<file path="src/rtl/cfs_pkg.sv">
// Package for the contactor feedback supervisor: widths, state, command and fault codes,
// register map and the structs used by the top level and the control core.
// No dependencies.
`default_nettype none

package cfs_pkg;

  // Field widths
  localparam int unsigned CmdW     = 3;
  localparam int unsigned StateW   = 3;
  localparam int unsigned FaultW   = 3;
  localparam int unsigned TimeW    = 16;
  localparam int unsigned ElapsedW = 17;

  // APB register file
  localparam int unsigned ApbDataW = 32;
  localparam int unsigned ApbAddrW = 4;
  localparam int unsigned RegIdxW  = 2;

  localparam logic [RegIdxW-1:0] RegDebounce = 2'd0;
  localparam logic [RegIdxW-1:0] RegTimeout  = 2'd1;
  localparam logic [RegIdxW-1:0] RegAllowExt = 2'd2;
  localparam logic [RegIdxW-1:0] RegClosedLv = 2'd3;

  localparam logic [TimeW-1:0] DebounceRst = 16'd50;
  localparam logic [TimeW-1:0] TimeoutRst  = 16'd500;
  localparam logic             AllowExtRst = 1'b0;
  localparam logic             ClosedLvRst = 1'b1;

  // Controller states
  localparam logic [StateW-1:0] StInit    = 3'd0;
  localparam logic [StateW-1:0] StOpen    = 3'd1;
  localparam logic [StateW-1:0] StClosing = 3'd2;
  localparam logic [StateW-1:0] StClosed  = 3'd3;
  localparam logic [StateW-1:0] StOpening = 3'd4;
  localparam logic [StateW-1:0] StFault   = 3'd5;

  // Commands
  localparam logic [CmdW-1:0] CmdTick    = 3'd0;
  localparam logic [CmdW-1:0] CmdInit    = 3'd1;
  localparam logic [CmdW-1:0] CmdClose   = 3'd2;
  localparam logic [CmdW-1:0] CmdOpen    = 3'd3;
  localparam logic [CmdW-1:0] CmdSetMode = 3'd4;

  // Fault codes
  localparam logic [FaultW-1:0] FcNone         = 3'd0;
  localparam logic [FaultW-1:0] FcInitClosed   = 3'd1;
  localparam logic [FaultW-1:0] FcUnexpClosed  = 3'd2;
  localparam logic [FaultW-1:0] FcUnexpOpen    = 3'd3;
  localparam logic [FaultW-1:0] FcOpenTimeout  = 3'd4;
  localparam logic [FaultW-1:0] FcCloseTimeout = 3'd5;

  localparam logic [ElapsedW-1:0] ElapsedMax = '1;

  // Configuration seen by the core
  typedef struct packed {
    logic [TimeW-1:0] debounce;
    logic [TimeW-1:0] timeout;
    logic             allow_ext;
    logic             closed_level;
  } cfg_t;

  // Result word of one step
  typedef struct packed {
    logic [StateW-1:0] state;
    logic              coil;
    logic [FaultW-1:0] fault;
    logic              fb_closed;
  } res_t;

  // Supervisor context
  typedef struct packed {
    logic [StateW-1:0]   st;
    logic                drv;
    logic [FaultW-1:0]   flt;
    logic [ElapsedW-1:0] el;
    logic                off;
  } ctx_t;

endpackage

`default_nettype wire

</file>
<file path="src/rtl/cfs_if.sv">
// Valid/ready channel interfaces for the supervisor's command and result words.
// Depends on cfs_pkg for field widths.
`default_nettype none

interface cfs_in_if;
  logic                      valid;
  logic                      ready;
  logic [cfs_pkg::CmdW-1:0]  command;
  logic                      feedback_level;
  logic                      disable_feedback;

  modport source (output valid, command, feedback_level, disable_feedback, input ready);
  modport sink   (input valid, command, feedback_level, disable_feedback, output ready);
endinterface

interface cfs_out_if;
  logic                        valid;
  logic                        ready;
  logic [cfs_pkg::StateW-1:0]  contactor_state;
  logic                        coil_drive;
  logic [cfs_pkg::FaultW-1:0]  fault_code;
  logic                        feedback_closed;

  modport source (output valid, contactor_state, coil_drive, fault_code, feedback_closed,
                  input ready);
  modport sink   (input valid, contactor_state, coil_drive, fault_code, feedback_closed,
                  output ready);
endinterface

`default_nettype wire

</file>
<file path="src/rtl/cfs_ctrl.sv">
// Supervisor core: context registers and the one-step next-state logic per command word.
// Depends on cfs_pkg.
`default_nettype none

module cfs_ctrl (
  input  wire logic                      clk_i,
  input  wire logic                      rst_ni,
  input  wire logic                      step_i,
  input  wire logic [cfs_pkg::CmdW-1:0]  command_i,
  input  wire logic                      feedback_level_i,
  input  wire logic                      disable_feedback_i,
  input  wire cfs_pkg::cfg_t             cfg_i,
  output cfs_pkg::res_t                  res_o
);

  cfs_pkg::ctx_t ctx_q, ctx_d;
  logic          fb_closed;

  // State change restarts the elapsed counter
  function automatic cfs_pkg::ctx_t go_state(cfs_pkg::ctx_t c,
                                             logic [cfs_pkg::StateW-1:0] s);
    cfs_pkg::ctx_t r;
    r = c;
    if (s != c.st) r.el = '0;
    r.st = s;
    return r;
  endfunction

  function automatic cfs_pkg::ctx_t go_fault(cfs_pkg::ctx_t c,
                                             logic [cfs_pkg::FaultW-1:0] code);
    cfs_pkg::ctx_t r;
    r = go_state(c, cfs_pkg::StFault);
    r.drv = 1'b0;
    r.flt = code;
    return r;
  endfunction

  // Initialise: only acts from init
  function automatic cfs_pkg::ctx_t do_init(cfs_pkg::ctx_t c, logic fbc, logic allow);
    cfs_pkg::ctx_t r;
    r = c;
    if (c.st == cfs_pkg::StInit) begin
      r.flt = cfs_pkg::FcNone;
      r.drv = 1'b0;
      if (r.off || !fbc) begin
        r = go_state(r, cfs_pkg::StOpen);
      end else if (allow) begin
        r = go_state(r, cfs_pkg::StClosed);
      end else begin
        r = go_fault(r, cfs_pkg::FcInitClosed);
      end
    end
    return r;
  endfunction

  // Millisecond tick: count, then supervise on the new count
  function automatic cfs_pkg::ctx_t do_tick(cfs_pkg::ctx_t c, logic fbc, cfs_pkg::cfg_t cfg);
    cfs_pkg::ctx_t r;
    logic          past_to, past_db;
    r = c;
    if (r.el != cfs_pkg::ElapsedMax) r.el = r.el + 1'b1;
    past_to = (r.el > {1'b0, cfg.timeout});
    past_db = (r.el > {1'b0, cfg.debounce});
    if (!r.off) begin
      case (r.st)
        cfs_pkg::StOpen: begin
          if (fbc) r = cfg.allow_ext ? go_state(r, cfs_pkg::StClosed)
                                     : go_fault(r, cfs_pkg::FcUnexpClosed);
        end
        cfs_pkg::StClosed: begin
          if (!fbc) r = cfg.allow_ext ? go_state(r, cfs_pkg::StOpen)
                                      : go_fault(r, cfs_pkg::FcUnexpOpen);
        end
        cfs_pkg::StOpening: begin
          if (past_to) r = go_fault(r, cfs_pkg::FcOpenTimeout);
          else if (past_db && !fbc) r = go_state(r, cfs_pkg::StOpen);
        end
        cfs_pkg::StClosing: begin
          if (past_to) r = go_fault(r, cfs_pkg::FcCloseTimeout);
          else if (past_db && fbc) r = go_state(r, cfs_pkg::StClosed);
        end
        cfs_pkg::StFault: begin
          r.drv = 1'b0;
        end
        default: ;
      endcase
    end
    return r;
  endfunction

  assign fb_closed = (feedback_level_i == cfg_i.closed_level);

  // Next context for the word being applied
  always_comb begin
    ctx_d = ctx_q;
    unique case (command_i)
      cfs_pkg::CmdTick: ctx_d = do_tick(ctx_q, fb_closed, cfg_i);
      cfs_pkg::CmdInit: ctx_d = do_init(ctx_q, fb_closed, cfg_i.allow_ext);
      cfs_pkg::CmdClose: begin
        if (ctx_q.off) begin
          ctx_d     = go_state(ctx_q, cfs_pkg::StClosed);
          ctx_d.drv = 1'b1;
          ctx_d.el  = '0;
          ctx_d.flt = cfs_pkg::FcNone;
        end else if (ctx_q.st == cfs_pkg::StOpen || ctx_q.st == cfs_pkg::StOpening) begin
          ctx_d     = go_state(ctx_q, cfs_pkg::StClosing);
          ctx_d.drv = 1'b1;
        end
      end
      cfs_pkg::CmdOpen: begin
        if (ctx_q.off) begin
          ctx_d     = go_state(ctx_q, cfs_pkg::StOpen);
          ctx_d.drv = 1'b0;
          ctx_d.el  = '0;
          ctx_d.flt = cfs_pkg::FcNone;
        end else if (ctx_q.st == cfs_pkg::StClosed || ctx_q.st == cfs_pkg::StClosing) begin
          ctx_d     = go_state(ctx_q, cfs_pkg::StOpening);
          ctx_d.drv = 1'b0;
        end
      end
      cfs_pkg::CmdSetMode: begin
        if (disable_feedback_i != ctx_q.off) begin
          ctx_d     = ctx_q;
          ctx_d.off = disable_feedback_i;
          ctx_d.flt = cfs_pkg::FcNone;
          if (disable_feedback_i) begin
            ctx_d    = go_state(ctx_d, (ctx_q.drv == cfg_i.closed_level) ?
                                       cfs_pkg::StClosed : cfs_pkg::StOpen);
            ctx_d.el = '0;
          end else begin
            ctx_d = go_state(ctx_d, cfs_pkg::StInit);
            ctx_d = do_init(ctx_d, fb_closed, cfg_i.allow_ext);
          end
        end
      end
      default: ctx_d = ctx_q;
    endcase
  end

  // Context registers
  always_ff @(posedge clk_i or negedge rst_ni) begin
    if (!rst_ni) begin
      ctx_q.st  <= cfs_pkg::StInit;
      ctx_q.drv <= 1'b0;
      ctx_q.flt <= cfs_pkg::FcNone;
      ctx_q.el  <= '0;
      ctx_q.off <= 1'b0;
    end else if (step_i) begin
      ctx_q <= ctx_d;
    end
  end

  assign res_o.state     = ctx_d.st;
  assign res_o.coil      = ctx_d.drv;
  assign res_o.fault     = ctx_d.flt;
  assign res_o.fb_closed = fb_closed;

  // Fault state and a stored fault code go together
  a_fault_code: assert property (@(posedge clk_i) disable iff (!rst_ni)
    (ctx_q.st == cfs_pkg::StFault) == (ctx_q.flt != cfs_pkg::FcNone))
    else $error("fault code and fault state disagree");

  // Coil never energised in fault
  a_fault_coil: assert property (@(posedge clk_i) disable iff (!rst_ni)
    (ctx_q.st == cfs_pkg::StFault) |-> !ctx_q.drv)
    else $error("coil driven in fault state");

  // Closing always drives the coil
  a_closing_coil: assert property (@(posedge clk_i) disable iff (!rst_ni)
    (ctx_q.st == cfs_pkg::StClosing) |-> ctx_q.drv)
    else $error("coil off while closing");

  // Counter restarts on a state change
  a_el_restart: assert property (@(posedge clk_i) disable iff (!rst_ni)
    (step_i && ctx_d.st != ctx_q.st) |=> (ctx_q.el == '0))
    else $error("elapsed counter not restarted on state change");

endmodule

`default_nettype wire

</file>
<file path="src/rtl/contactor_feedback_supervisor.sv">
// Top level of the contactor feedback supervisor: APB register file, input word stage,
// result register. Depends on cfs_pkg, cfs_if (cfs_in_if, cfs_out_if) and cfs_ctrl.
//
//   channel | dir | handshake       | payload
//   in_i    | in  | valid/ready     | command, feedback_level, disable_feedback
//   out_o   | out | valid/ready     | contactor_state, coil_drive, fault_code, feedback_closed
//   apb     | in  | psel/penable    | paddr, pwdata -> debounce, timeout, allow_ext, closed_lv
//
// One word per cycle sustained while out_o is not stalled. Each word passes the input stage
// register, then the supervisor step into the result register. One result per input word.
// The input stage advances whenever the result register is empty or being taken, so
// a stalled output holds one word in each stage before in_i.ready drops.
// Reset (rst_ni low, async) clears both stages, the supervisor to init and the
// registers to debounce 50, timeout 500, external control off, closed level 1.
`default_nettype none

module contactor_feedback_supervisor (
  input  wire logic                              clk_i,
  input  wire logic                              rst_ni,
  cfs_in_if.sink                                 in_i,
  cfs_out_if.source                              out_o,
  input  wire logic                              psel,
  input  wire logic                              penable,
  input  wire logic                              pwrite,
  input  wire logic [cfs_pkg::ApbAddrW-1:0]      paddr,
  input  wire logic [cfs_pkg::ApbDataW-1:0]      pwdata,
  output logic [cfs_pkg::ApbDataW-1:0]           prdata,
  output logic                                   pready
);

  cfs_pkg::cfg_t cfg_q;
  logic [cfs_pkg::RegIdxW-1:0] reg_idx;
  logic                        apb_wr;

  // APB register file
  assign pready  = 1'b1;
  assign reg_idx = paddr[cfs_pkg::RegIdxW+1:2];
  assign apb_wr  = psel && penable && pwrite;

  always_ff @(posedge clk_i or negedge rst_ni) begin
    if (!rst_ni) begin
      cfg_q.debounce     <= cfs_pkg::DebounceRst;
      cfg_q.timeout      <= cfs_pkg::TimeoutRst;
      cfg_q.allow_ext    <= cfs_pkg::AllowExtRst;
      cfg_q.closed_level <= cfs_pkg::ClosedLvRst;
    end else if (apb_wr) begin
      unique case (reg_idx)
        cfs_pkg::RegDebounce: cfg_q.debounce     <= pwdata[cfs_pkg::TimeW-1:0];
        cfs_pkg::RegTimeout:  cfg_q.timeout      <= pwdata[cfs_pkg::TimeW-1:0];
        cfs_pkg::RegAllowExt: cfg_q.allow_ext    <= pwdata[0];
        cfs_pkg::RegClosedLv: cfg_q.closed_level <= pwdata[0];
        default: ;
      endcase
    end
  end

  // Register readback
  always_comb begin
    prdata = '0;
    unique case (reg_idx)
      cfs_pkg::RegDebounce: prdata[cfs_pkg::TimeW-1:0] = cfg_q.debounce;
      cfs_pkg::RegTimeout:  prdata[cfs_pkg::TimeW-1:0] = cfg_q.timeout;
      cfs_pkg::RegAllowExt: prdata[0] = cfg_q.allow_ext;
      cfs_pkg::RegClosedLv: prdata[0] = cfg_q.closed_level;
      default: prdata = '0;
    endcase
  end

  // Input word stage
  logic                      in_vld_q;
  logic [cfs_pkg::CmdW-1:0]  cmd_q;
  logic                      fb_q;
  logic                      dis_q;
  logic                      step;

  assign step       = in_vld_q && (!out_o.valid || out_o.ready);
  assign in_i.ready = !in_vld_q || step;

  always_ff @(posedge clk_i or negedge rst_ni) begin
    if (!rst_ni) begin
      in_vld_q <= 1'b0;
    end else if (in_i.ready) begin
      in_vld_q <= in_i.valid;
    end
  end

  always_ff @(posedge clk_i) begin
    if (in_i.valid && in_i.ready) begin
      cmd_q <= in_i.command;
      fb_q  <= in_i.feedback_level;
      dis_q <= in_i.disable_feedback;
    end
  end

  // Supervisor step
  cfs_pkg::res_t res;

  cfs_ctrl u_ctrl (
    .clk_i              (clk_i),
    .rst_ni             (rst_ni),
    .step_i             (step),
    .command_i          (cmd_q),
    .feedback_level_i   (fb_q),
    .disable_feedback_i (dis_q),
    .cfg_i              (cfg_q),
    .res_o              (res)
  );

  // Result register
  logic          out_vld_q;
  cfs_pkg::res_t res_q;

  always_ff @(posedge clk_i or negedge rst_ni) begin
    if (!rst_ni) begin
      out_vld_q <= 1'b0;
    end else if (step) begin
      out_vld_q <= 1'b1;
    end else if (out_o.ready) begin
      out_vld_q <= 1'b0;
    end
  end

  always_ff @(posedge clk_i) begin
    if (step) res_q <= res;
  end

  assign out_o.valid           = out_vld_q;
  assign out_o.contactor_state = res_q.state;
  assign out_o.coil_drive      = res_q.coil;
  assign out_o.fault_code      = res_q.fault;
  assign out_o.feedback_closed = res_q.fb_closed;

endmodule

`default_nettype wire

</file>
<file path="src/flat_wrapper.sv">
// flat-port wrapper written by rule: the top's interface ports become plain ports
module contactor_feedback_supervisor_flat 
  (clk_i, rst_ni, psel, penable, pwrite, paddr, pwdata, prdata, pready, in_i_valid, in_i_command, in_i_feedback_level, in_i_disable_feedback, in_i_ready, out_o_valid, out_o_contactor_state, out_o_coil_drive, out_o_fault_code, out_o_feedback_closed, out_o_ready);
  cfs_in_if in_i_i ();
  cfs_out_if out_o_i ();
  input  wire logic clk_i;
  input  wire logic rst_ni;
  input  wire logic psel;
  input  wire logic penable;
  input  wire logic pwrite;
  input  wire logic [cfs_pkg::ApbAddrW-1:0] paddr;
  input  wire logic [cfs_pkg::ApbDataW-1:0] pwdata;
  output logic [cfs_pkg::ApbDataW-1:0] prdata;
  output logic pready;
  input wire logic [$bits(in_i_i.valid)-1:0] in_i_valid;
  input wire logic [$bits(in_i_i.command)-1:0] in_i_command;
  input wire logic [$bits(in_i_i.feedback_level)-1:0] in_i_feedback_level;
  input wire logic [$bits(in_i_i.disable_feedback)-1:0] in_i_disable_feedback;
  output wire logic [$bits(in_i_i.ready)-1:0] in_i_ready;
  output wire logic [$bits(out_o_i.valid)-1:0] out_o_valid;
  output wire logic [$bits(out_o_i.contactor_state)-1:0] out_o_contactor_state;
  output wire logic [$bits(out_o_i.coil_drive)-1:0] out_o_coil_drive;
  output wire logic [$bits(out_o_i.fault_code)-1:0] out_o_fault_code;
  output wire logic [$bits(out_o_i.feedback_closed)-1:0] out_o_feedback_closed;
  input wire logic [$bits(out_o_i.ready)-1:0] out_o_ready;
  assign in_i_i.valid = in_i_valid;
  assign in_i_i.command = in_i_command;
  assign in_i_i.feedback_level = in_i_feedback_level;
  assign in_i_i.disable_feedback = in_i_disable_feedback;
  assign in_i_ready = in_i_i.ready;
  assign out_o_valid = out_o_i.valid;
  assign out_o_contactor_state = out_o_i.contactor_state;
  assign out_o_coil_drive = out_o_i.coil_drive;
  assign out_o_fault_code = out_o_i.fault_code;
  assign out_o_feedback_closed = out_o_i.feedback_closed;
  assign out_o_i.ready = out_o_ready;
  contactor_feedback_supervisor u_core (.clk_i(clk_i), .rst_ni(rst_ni), .in_i(in_i_i), .out_o(out_o_i), .psel(psel), .penable(penable), .pwrite(pwrite), .paddr(paddr), .pwdata(pwdata), .prdata(prdata), .pready(pready));
endmodule
</file>
<file path="config.mk">
export PLATFORM = sky130hd
export DESIGN_NAME = contactor_feedback_supervisor_flat
export DESIGN_NICKNAME = d
export VERILOG_FILES = /design/src/rtl/cfs_pkg.sv /design/src/rtl/cfs_if.sv /design/src/rtl/cfs_ctrl.sv /design/src/rtl/contactor_feedback_supervisor.sv /design/src/flat_wrapper.sv
export SDC_FILE = /design/constraint.sdc
export NUM_CORES = 1
export LEC_CHECK = 0
export BUFFER_PORTS_ARGS = -buffer_cell sky130_fd_sc_hd__buf_4
export CORE_MARGIN = 4
export CORE_UTILIZATION = 43
export CTS_CLUSTER_SIZE = 10
export DETAILED_ROUTE_END_ITERATION = 10
export PLACE_DENSITY = 0.73
export SLEW_MARGIN = 15
export SYNTH_ARGS = -nofsm -noshare
export SYNTH_HDL_FRONTEND = slang
export SYNTH_HIERARCHICAL = 1
export SYNTH_SLANG_ARGS = --single-unit
</file>
<file path="constraint.sdc">
create_clock -name clk_i -period 4.7 [get_ports clk_i]
set_input_delay 0.47 -clock clk_i [delete_from_list [all_inputs] [get_ports clk_i]]
set_output_delay 0.47 -clock clk_i [all_outputs]
set_load 0.02 [all_outputs]
</file>
# Word-level counts from Yosys, hierarchy flattened

Cells that the tools add are included.

$add $sub $neg: 1
Multiply operators: 0
Divide/modulo/power cells: 0
Order comparisons: 2
Eq/ne operators: 30
Shift operators: 0
Multiplexer cells: 39
Bitwise operators: 1
Reduce and logical (&&, ||, !) cells: 27

Operators with widths:

| cell                                                                    | number |
|---|---|
| 25-bit two-way mux                                                      | 20 |
| 17-bit two-way mux                                                      | 10 |
| 25-bit one-hot mux with 5 select lines                                  | 1 |
| 21-bit one-hot mux with 4 select lines                                  | 1 |
| 17-bit by 16-bit greater-than comparator with 1-bit output              | 2 |
| 15-bit one-hot mux with 2 select lines                                  | 1 |
| 17-bit by 1-bit adder with 17-bit output (second input constant)        | 1 |
| 17-bit inequality test (second input constant)                          | 1 |
| 3-bit inequality test (second input constant)                           | 5 |
| 3-bit by 2-bit equality test with 1-bit output (second input constant)  | 4 |
| 3-bit one-hot mux with 4 select lines                                   | 1 |
| 11-bit AND reduction                                                    | 1 |
| 3-bit equality test (second input constant)                             | 3 |
| 2-bit AND reduction                                                     | 4 |
| 3-bit by 1-bit equality test with 1-bit output (second input constant)  | 2 |
| 1-bit logical AND                                                       | 6 |
| 3-bit logical NOT                                                       | 2 |
| 1-bit logical OR                                                        | 6 |
| 2-bit by 3-bit inequality test with 1-bit output (first input constant) | 2 |
| 3-bit inequality test (first input constant)                            | 2 |
| 1-bit one-hot mux with 5 select lines                                   | 1 |
| 5-bit nonzero test                                                      | 1 |
| 2-bit equality test (second input constant)                             | 2 |
| 2-bit inequality test (second input constant)                           | 2 |
| other kinds (15)                                                        | 19 |

Bits in registers: 74
Bits in latches: 0
Bits in writable memories: 0
Memory bits (read-only): 0
Bits of input ports: 48
Output and inout port bits: 43
Logic and storage cells: 118
Memories kept: 0

# Logic depth before layout (Yosys ltp)

Gate-level depths: netlist (run 1).

Word-level depth: 10
Depth in mapped cells: 16

# By module

Netlist (run 1), hierarchy kept.

Modules (own cells, without submodules):

| module                        | times used | cells each | area each (sq um) | seq. area each (sq um) |
|---|---|---|---|---|
| cfs_ctrl                      | 1          | 447        | 3,354.5           | 625.6 |
| contactor_feedback_supervisor | 1          | 153        | 2,264.7           | 1,303.8 |

# Worst setup path after synthesis (run 1)

OpenSTA, ideal clock, no wires.

Path type: register to register
From: reg u_core/u_ctrl/ctx_q[1] (netlist name)
To: reg u_core.res_q (netlist bit u_core/out_o.contactor_state[2]), data pin
Arrival time: 3.888 ns
Path slack: 0.561 ns
Cell stages (with the launch flop): 17
Cell sequence: dfrtp_1 ha_1 nand4_1 nor4_4 a2111oi_1 nand3_1 nor2_1 xor2_1 ha_1 a21o_1 a221oi_1 a32oi_1 a2111oi_0 nand4_1 a31oi_1 nor2_1 buf_4

RTL lines:

| what                   | line                                 | RTL |
|---|---|---|
| start, declared        | cfs_ctrl.sv:16                       | `cfs_pkg::ctx_t ctx_q, ctx_d;` |
| start signal, assigned | cfs_ctrl.sv:149                      | `ctx_q <= ctx_d;` |
| end signal, assigned   | contactor_feedback_supervisor.sv:124 | `if (step) res_q <= res;` |
| end, declared          | contactor_feedback_supervisor.sv:111 | `cfs_pkg::res_t res_q;` |

==> results of run 1 <==
[per-layer routing]
metal  global-route usage (%)  routed length, um
met4                     6.51                187
met2                     31.8               6590
met5                        0                  0
met3                     3.78                719
met1                     22.6               5740
[worst paths after layout]
path                            cells after the start                         endpoint                    from
worst max register to register                     16  u_core/out_o.contactor_state[2]  u_core/u_ctrl/ctx_q[1]
worst min register to register                      1               u_core/out_o.valid         u_core/in_vld_q
worst min-delay path                                1                 u_core/cfg_q[12]                  rst_ni
worst max-delay path                               16  u_core/out_o.contactor_state[2]  u_core/u_ctrl/ctx_q[1]
min in group clk_i                                  1                      u_core/fb_q     in_i_feedback_level
max in group asynchronous                           1                 u_core/cfg_q[32]                  rst_ni
[cell usage in the layout, fill, tap and decap left out, types with 5 or more instances in the layout]
cell type / n
clkbuf_16: 10
conb_1: 17
xor2_1: 21
o211ai_1: 5
nand3_1: 13
nor3_1: 8
ha_1: 34
or2_2: 5
buf_4: 65
xnor2_1: 11
o21ai_0: 17
edfxtp_1: 13
mux2i_1: 16
and3_1: 6
inv_1: 46
and2_1: 5
nor2_1: 63
o31ai_1: 5
nand2_1: 29
nand2b_1: 7
a21oi_1: 33
mux2_2: 27
a21o_1: 10
nor2b_1: 5
a211oi_1: 5
dfstp_2: 10
mux2_4: 10
dfrtp_1: 51
nand4_1: 10
[stage by stage]
| step | hold WS, ns | setup slack, ns | area [um^2] | power, uW | cells |
|---|---|---|---|---|---|
| 2_1_floorplan | 0.174 | 0.561 | 5680 | 1700 | 615 |
| 3_3_place_gp | 0.463 | 0.347 | 6000 | 1920 | 794 |
| 3_5_place_dp | 0.496 | 0.252 | 6000 | 1950 | 794 |
| 4_1_cts | 0.241 | 0.218 | 6320 | 2690 | 810 |
| 5_1_grt | 0.287 | 0.00547 | 6330 | 2860 | 812 |
| 6_report | 0.190 | 0.342 | 6330 | 2690 | 812 |
[timing repair]
action                     in CTS  in global routing
gates resized for setup         0                  2
buffers inserted                0                  2
setup endpoints to repair       0                  4
[cell type report]
class | instances | area, um^2
Clock buffer | 11 | 254
Clock inverter | 5 | 60.1
Fill cell | 1190 | 6390
Inverter | 46 | 173
Multi-Input combinational cell | 439 | 3220
Sequential cell | 74 | 1930
Tap cell | 172 | 215
Timing Repair Buffer | 65 | 488
[state kept, by name, indices dropped and copies added (netlist names)]
register,flops
u_core/out_o.contactor_state,3
u_core/out_o.coil_drive,1
u_core/out_o.feedback_closed,1
u_core/cmd_q,3
u_core/cfg_q,34
u_core/fb_q,1
u_core/dis_q,1
u_core/in_vld_q,1
u_core/out_o.valid,1
u_core/out_o.fault_code,3
u_core/u_ctrl/ctx_q,25
[where the power goes]
group	internal [uW]	switching [uW]	total [uW]
Sequential	796	167	963
Combinational	439	559	998
Clock	445	280	725
[logic make-up (layout without fill, tap and decap cells)]
| logic type | after synthesis | after routing |
|---|---|---|
| simple gates | 179 | 179 |
| compound gates | 123 | 123 |
| buf+inv | 102 | 127 |
| flops | 74 | 74 |
| mux | 54 | 54 |
| fa+ha+maj | 34 | 34 |
| xor+xnor | 32 | 32 |
| other cells | 2 | 17 |
==> impl_metrics.json, run 1 <==
{
  "cp.required_ns": 4.79,
  "hold_violations": 0,
  "synth_compound_area_share_pct": 15.5,
  "cts_root_buf": "clkbuf_16",
  "crit_path_start_kind": "register",
  "drt_wl_total_mm": 13.2,
  "synth_top_cell_area_share_pct": 22.7,
  "finalSetupViolations": 0,
  "firstDrtPassIters": 5,
  "antenna_left": 0,
  "report.final.slew_viol_count": 0,
  "numCtsBuffers": 9,
  "drt_iter0_drc": 273,
  "synth_xor_area_share_pct": 4.99,
  "grt_start_max_net_pins": 62,
  "postCtsHoldBufs": 0,
  "fin_util_pct": 49.8,
  "cts_tree": "built",
  "maxCapViolCount": 0,
  "synthAdderAreaFrac_pct": 7.57,
  "synth.avg_cell_area_um2": 9.37,
  "synthArstFlopShare_pct": 82.4,
  "core_um2": 12700,
  "slew_headroom_pct": 36.2,
  "cts.clk_slew.worst_paths_ns": 0.06,
  "worst-path-buf-inv": 1,
  "fin_crit_sh_pct": 92.7,
  "initial_core_util_pct": 44.2,
  "p_leak_uw": 0.00295,
  "critPathCaptureType": "register",
  "crit_fanout": 6,
  "track_usage_pct": 18.4,
  "clk_latency_ns": 0.34,
  "fp.dieH_um": 122,
  "run_status": "completed",
  "gr-total-overflow": 0,
  "io_pins": 91,
  "synth.area.top_cells": "dfrtp_1, ha_1, edfxtp_1, mux2_2, dfstp_2",
  "clock_skew_ns": 0.00611,
  "yosysMostFrequentCell": "nor2_1",
  "wl_per_cell_um": 16.3,
  "crit_chain": "ha_1 -> nand4_1 -> nor4_4 -> a2111oi_1 -> buf_4 -> nand3_1 -> nor2_1 -> xor2_1 -> ha_1 -> a21o_1 -> a221oi_1 -> a32oi_1 -> a2111oi_1 -> nand4_1 -> a31oi_1 -> nor2_1",
  "min_period_ns": 4.36,
  "rows": 41,
  "synth_mux_area_share_pct": 11.3,
  "crit_path_max_incr_delay_ns": 0.48,
  "synth_common_cells": "nor2_1, dfrtp_1, inv_1",
  "area_growth_syn_to_layout_pct": 12.7,
  "dr_total_vias": 4477,
  "post-dp-hpwl_mm": 9.54,
  "via_per_inst": 5.51,
  "ys_seq_area_share_pct": 34.3,
  "rsz0062_at_grt": "false",
  "dieArea_um2": 15000,
  "regToRegSetupSlack_ns": 0.34,
  "synth-edff-count": 13,
  "fmax_ghz": 0.229,
  "netlist_instances": 600,
  "vdd_drop_max_uv": 246,
  "pwr_density_cell_nw_per_um2": 424,
  "io_buffers": 55,
  "slowest_stage": "a2111oi_1",
  "synth_top_family_by_area": "simple AND/OR/NAND/NOR gates",
  "finalWeightedCongestion": 0.939,
  "min_path_type": "input pin to async pin",
  "drc": 0,
  "grt_pass1_wl_mm": 21.8,
  "final_nets": 717,
  "antenna_cells": 0,
  "yosysUniqueCellTypes": 76,
  "yosysTopAreaCell": "dfrtp_1",
  "die_w_um": 122,
  "worst_pin_slew_ns": 0.955,
  "ys_ff_latch": 74,
  "drive_above_1_share_pct": 23.0,
  "path_class": "register to register",
  "cts.path.max_buffers": 2,
  "clkSinkCount": 74,
  "first_global_vias": 4472,
  "fin_tns_setup_ns": 0,
  "syn_area_um2": 5620,
  "h-tree-depth": 3,
  "yosys.area_share.simple_pct": 16.7,
  "critical_path.top_delay_family": "compound AO/OA/AOI/OAI gates",
  "antenna_found_initial": 0,
  "arrival_ns": 4.45,
  "synth_ff_type": "dfrtp_1",
  "ys_warn_count": 6
}
No activity file was read; power rests on OpenSTA's default activity.
==> inputs of run 2 (changes only) <==
--- a/config.mk
+++ b/config.mk
@@ -7,5 +7,5 @@
 export LEC_CHECK = 0
 export BUFFER_PORTS_ARGS = -buffer_cell sky130_fd_sc_hd__buf_4
-export CORE_MARGIN = 4
+export CORE_ASPECT_RATIO = 0.8
 export CORE_UTILIZATION = 43
 export CTS_CLUSTER_SIZE = 10
==> constraint.sdc (replaced) <==
create_clock -name clk_i -period 4.7 [get_ports clk_i]
set_input_delay 0 -clock clk_i [delete_from_list [all_inputs] [get_ports clk_i]]
set_output_delay 0 -clock clk_i [all_outputs]
set_load 0.02 [all_outputs]
==> impl_metrics.json, run 2 (synthesis gave the netlist of run 1 again) <==
{
  "run_status": "completed",
  "largest_reg_flops": 34,
  "grt_start_max_net_pins": 62,
  "antenna_found_initial": 0,
  "multiInputGateArea_um2": 3230,
  "io_pins": 91,
  "fin_area_um2": 6540,
  "clk_latency_ns": 0.34,
  "drt_iter0_drc": 356,
  "post-dp-hpwl_mm": 9.79,
  "antenna_cells": 0,
  "postPlaceCellArea_um2": 5990,
  "clkSinkCount": 74,
  "critPathLaunch": "u_core/u_ctrl/ctx_q[1]",
  "drive_above_1_share_pct": 22.2,
  "use_met1_pct": 30.3,
  "largest_register": "u_core/cfg_q",
  "track_usage_pct": 21.6,
  "die_w_um": 130,
  "cts.clk_slew.worst_paths_ns": 0.06,
  "clock_skew_ns": 0.00836,
  "min_period_ns": 4.44,
  "cts_tree": "built",
  "netSwitchingFraction_pct": 39.0,
  "p_clk_share_pct": 24.2,
  "ff_latch_area_um2": 1930,
  "regToRegStartpoint": "u_core/u_ctrl/ctx_q[1]",
  "p_int_uw": 1600,
  "io_buffers": 55,
  "via_per_inst": 5.56,
  "gr-total-overflow": 0,
  "fillers": 1137,
  "worst_pin_slew_ns": 0.856,
  "finalSetupViolations": 0,
  "min_path_type": "input pin to register",
  "wl_per_cell_um": 16.5,
  "grt.met3_usage_pct": 4.06,
  "critPathCaptureType": "register",
  "cts_root_buf": "clkbuf_16",
  "p_leak_uw": 0.00303,
  "numCtsBuffers": 9,
  "cts.path.max_buffers": 2,
  "dieArea_um2": 13500,
  "crit_path_start_kind": "register",
  "top_usage_layer": "met2",
  "first_global_vias": 4519,
  "arrival_ns": 4.62,
  "fmax_ghz": 0.225,
  "h-tree-depth": 3,
  "slew_headroom_pct": 42.9,
  "fin_crit_sh_pct": 94.4,
  "fin_ws_ns": 0.265,
  "crit_fanout": 8,
  "dr_total_vias": 4636,
  "drc": 0,
  "report.final.slew_viol_count": 0,
  "hold_violations": 0,
  "rows": 36,
  "antenna_left": 0,
  "vdd_drop_max_uv": 248,
  "seqPwrFrac_pct": 37.9,
  "holdWs_ns": 0.158,
  "fp.dieH_um": 104,
  "area_growth_syn_to_layout_pct": 16.3,
  "maxCapViolCount": 0,
  "top_regs": "u_core/cfg_q (34), u_core/u_ctrl/ctx_q (25)",
  "worstHoldStart": "penable",
  "finalWeightedCongestion": 0.946,
  "path_class": "register to register",
  "final_nets": 740,
  "fin_tns_setup_ns": 0,
  "finalPower_uw": 2630,
  "firstDrtPassIters": 4,
  "drt_wl_total_mm": 13.8,
  "power.switching_uw": 1020,
  "pwr_density_cell_nw_per_um2": 402,
  "place_ws_ns": 0.360,
  "grt_use_met2_pct": 33.0,
  "layout_common_cells": "buf_4, nor2_1, dfrtp_1",
  "initial_core_util_pct": 45.0,
  "core_um2": 12500,
  "comb_power_share_pct": 37.9,
  "grt_pass1_wl_mm": 22.8,
  "cp.required_ns": 4.89
}
-- run 2: critical path, cell delays in order, from the launching register on --
cell and delay, ns:
dfrtp_1 0.42, ha_1 0.27, nand4_1 0.16, nor4_4 0.07, buf_4 0.17, a2111oi_1 0.44, buf_4 0.21, nand3_1 0.14
nor2_1 0.16, xor2_1 0.24, ha_1 0.31, a21o_1 0.17, a221oi_1 0.32, a32oi_1 0.15, a211oi_2 0.22, buf_4 0.19
a41oi_1 0.21, a21boi_0 0.25, a2bb2oi_1 0.18
-- run 2: stage by stage --
stage               util [%]  std cells
floorplan                  -        615
global placement        48.0        791
detailed placement      48.0        791
CTS                     52.2        832
global route            52.4        834
finish                  52.4        834
-- run 2: final cells by class --
cell class              instances  area share [%]
multi-input cells             439            49.4
clock buffers                  10            3.50
repair buffers                 88            11.1
flip-flops and latches         74            29.5
inverters                      46            2.64
clock inverters                 6           0.632
well taps                     171            3.27
-- run 2: power by group through the flow --
stage / registers, uW / clock network, uW / logic [uW]
detailed placement: 1000 / 0 / 954
global placement: 992 / 0 / 924
finish: 997 / 636 / 995
global route: 1020 / 677 / 1090
floorplan: 893 / 0 / 806
CTS: 989 / 653 / 980
-- run 2: worst paths after layout --
check	slack (ns)	cells past startpoint	to
max	0.26	18	u_core/out_o.contactor_state[1]
min	0.16	4	u_core/cfg_q[1]
max reg2reg	0.26	18	u_core/out_o.contactor_state[1]
min reg2reg	0.49	1	u_core/out_o.valid
max in group asynchronous	3.86	2	u_core/u_ctrl/ctx_q[11]
min in group asynchronous	0.31	2	u_core/cfg_q[25]
-- run 2: layer usage --
layer	wire length, um	share of wire (%)
met3	833	6.0
met5	0	0
met2	6200	45
met1	6490	47
met4	265	1.9
-- run 2: timing repair --
action                                  in CTS  in global routing
gates resized for setup                      0                  3
hold buffers                                25                  0
setup buffers                                0                  2
endpoints found under the setup margin       0                  1
hold endpoints to repair                    92                  0
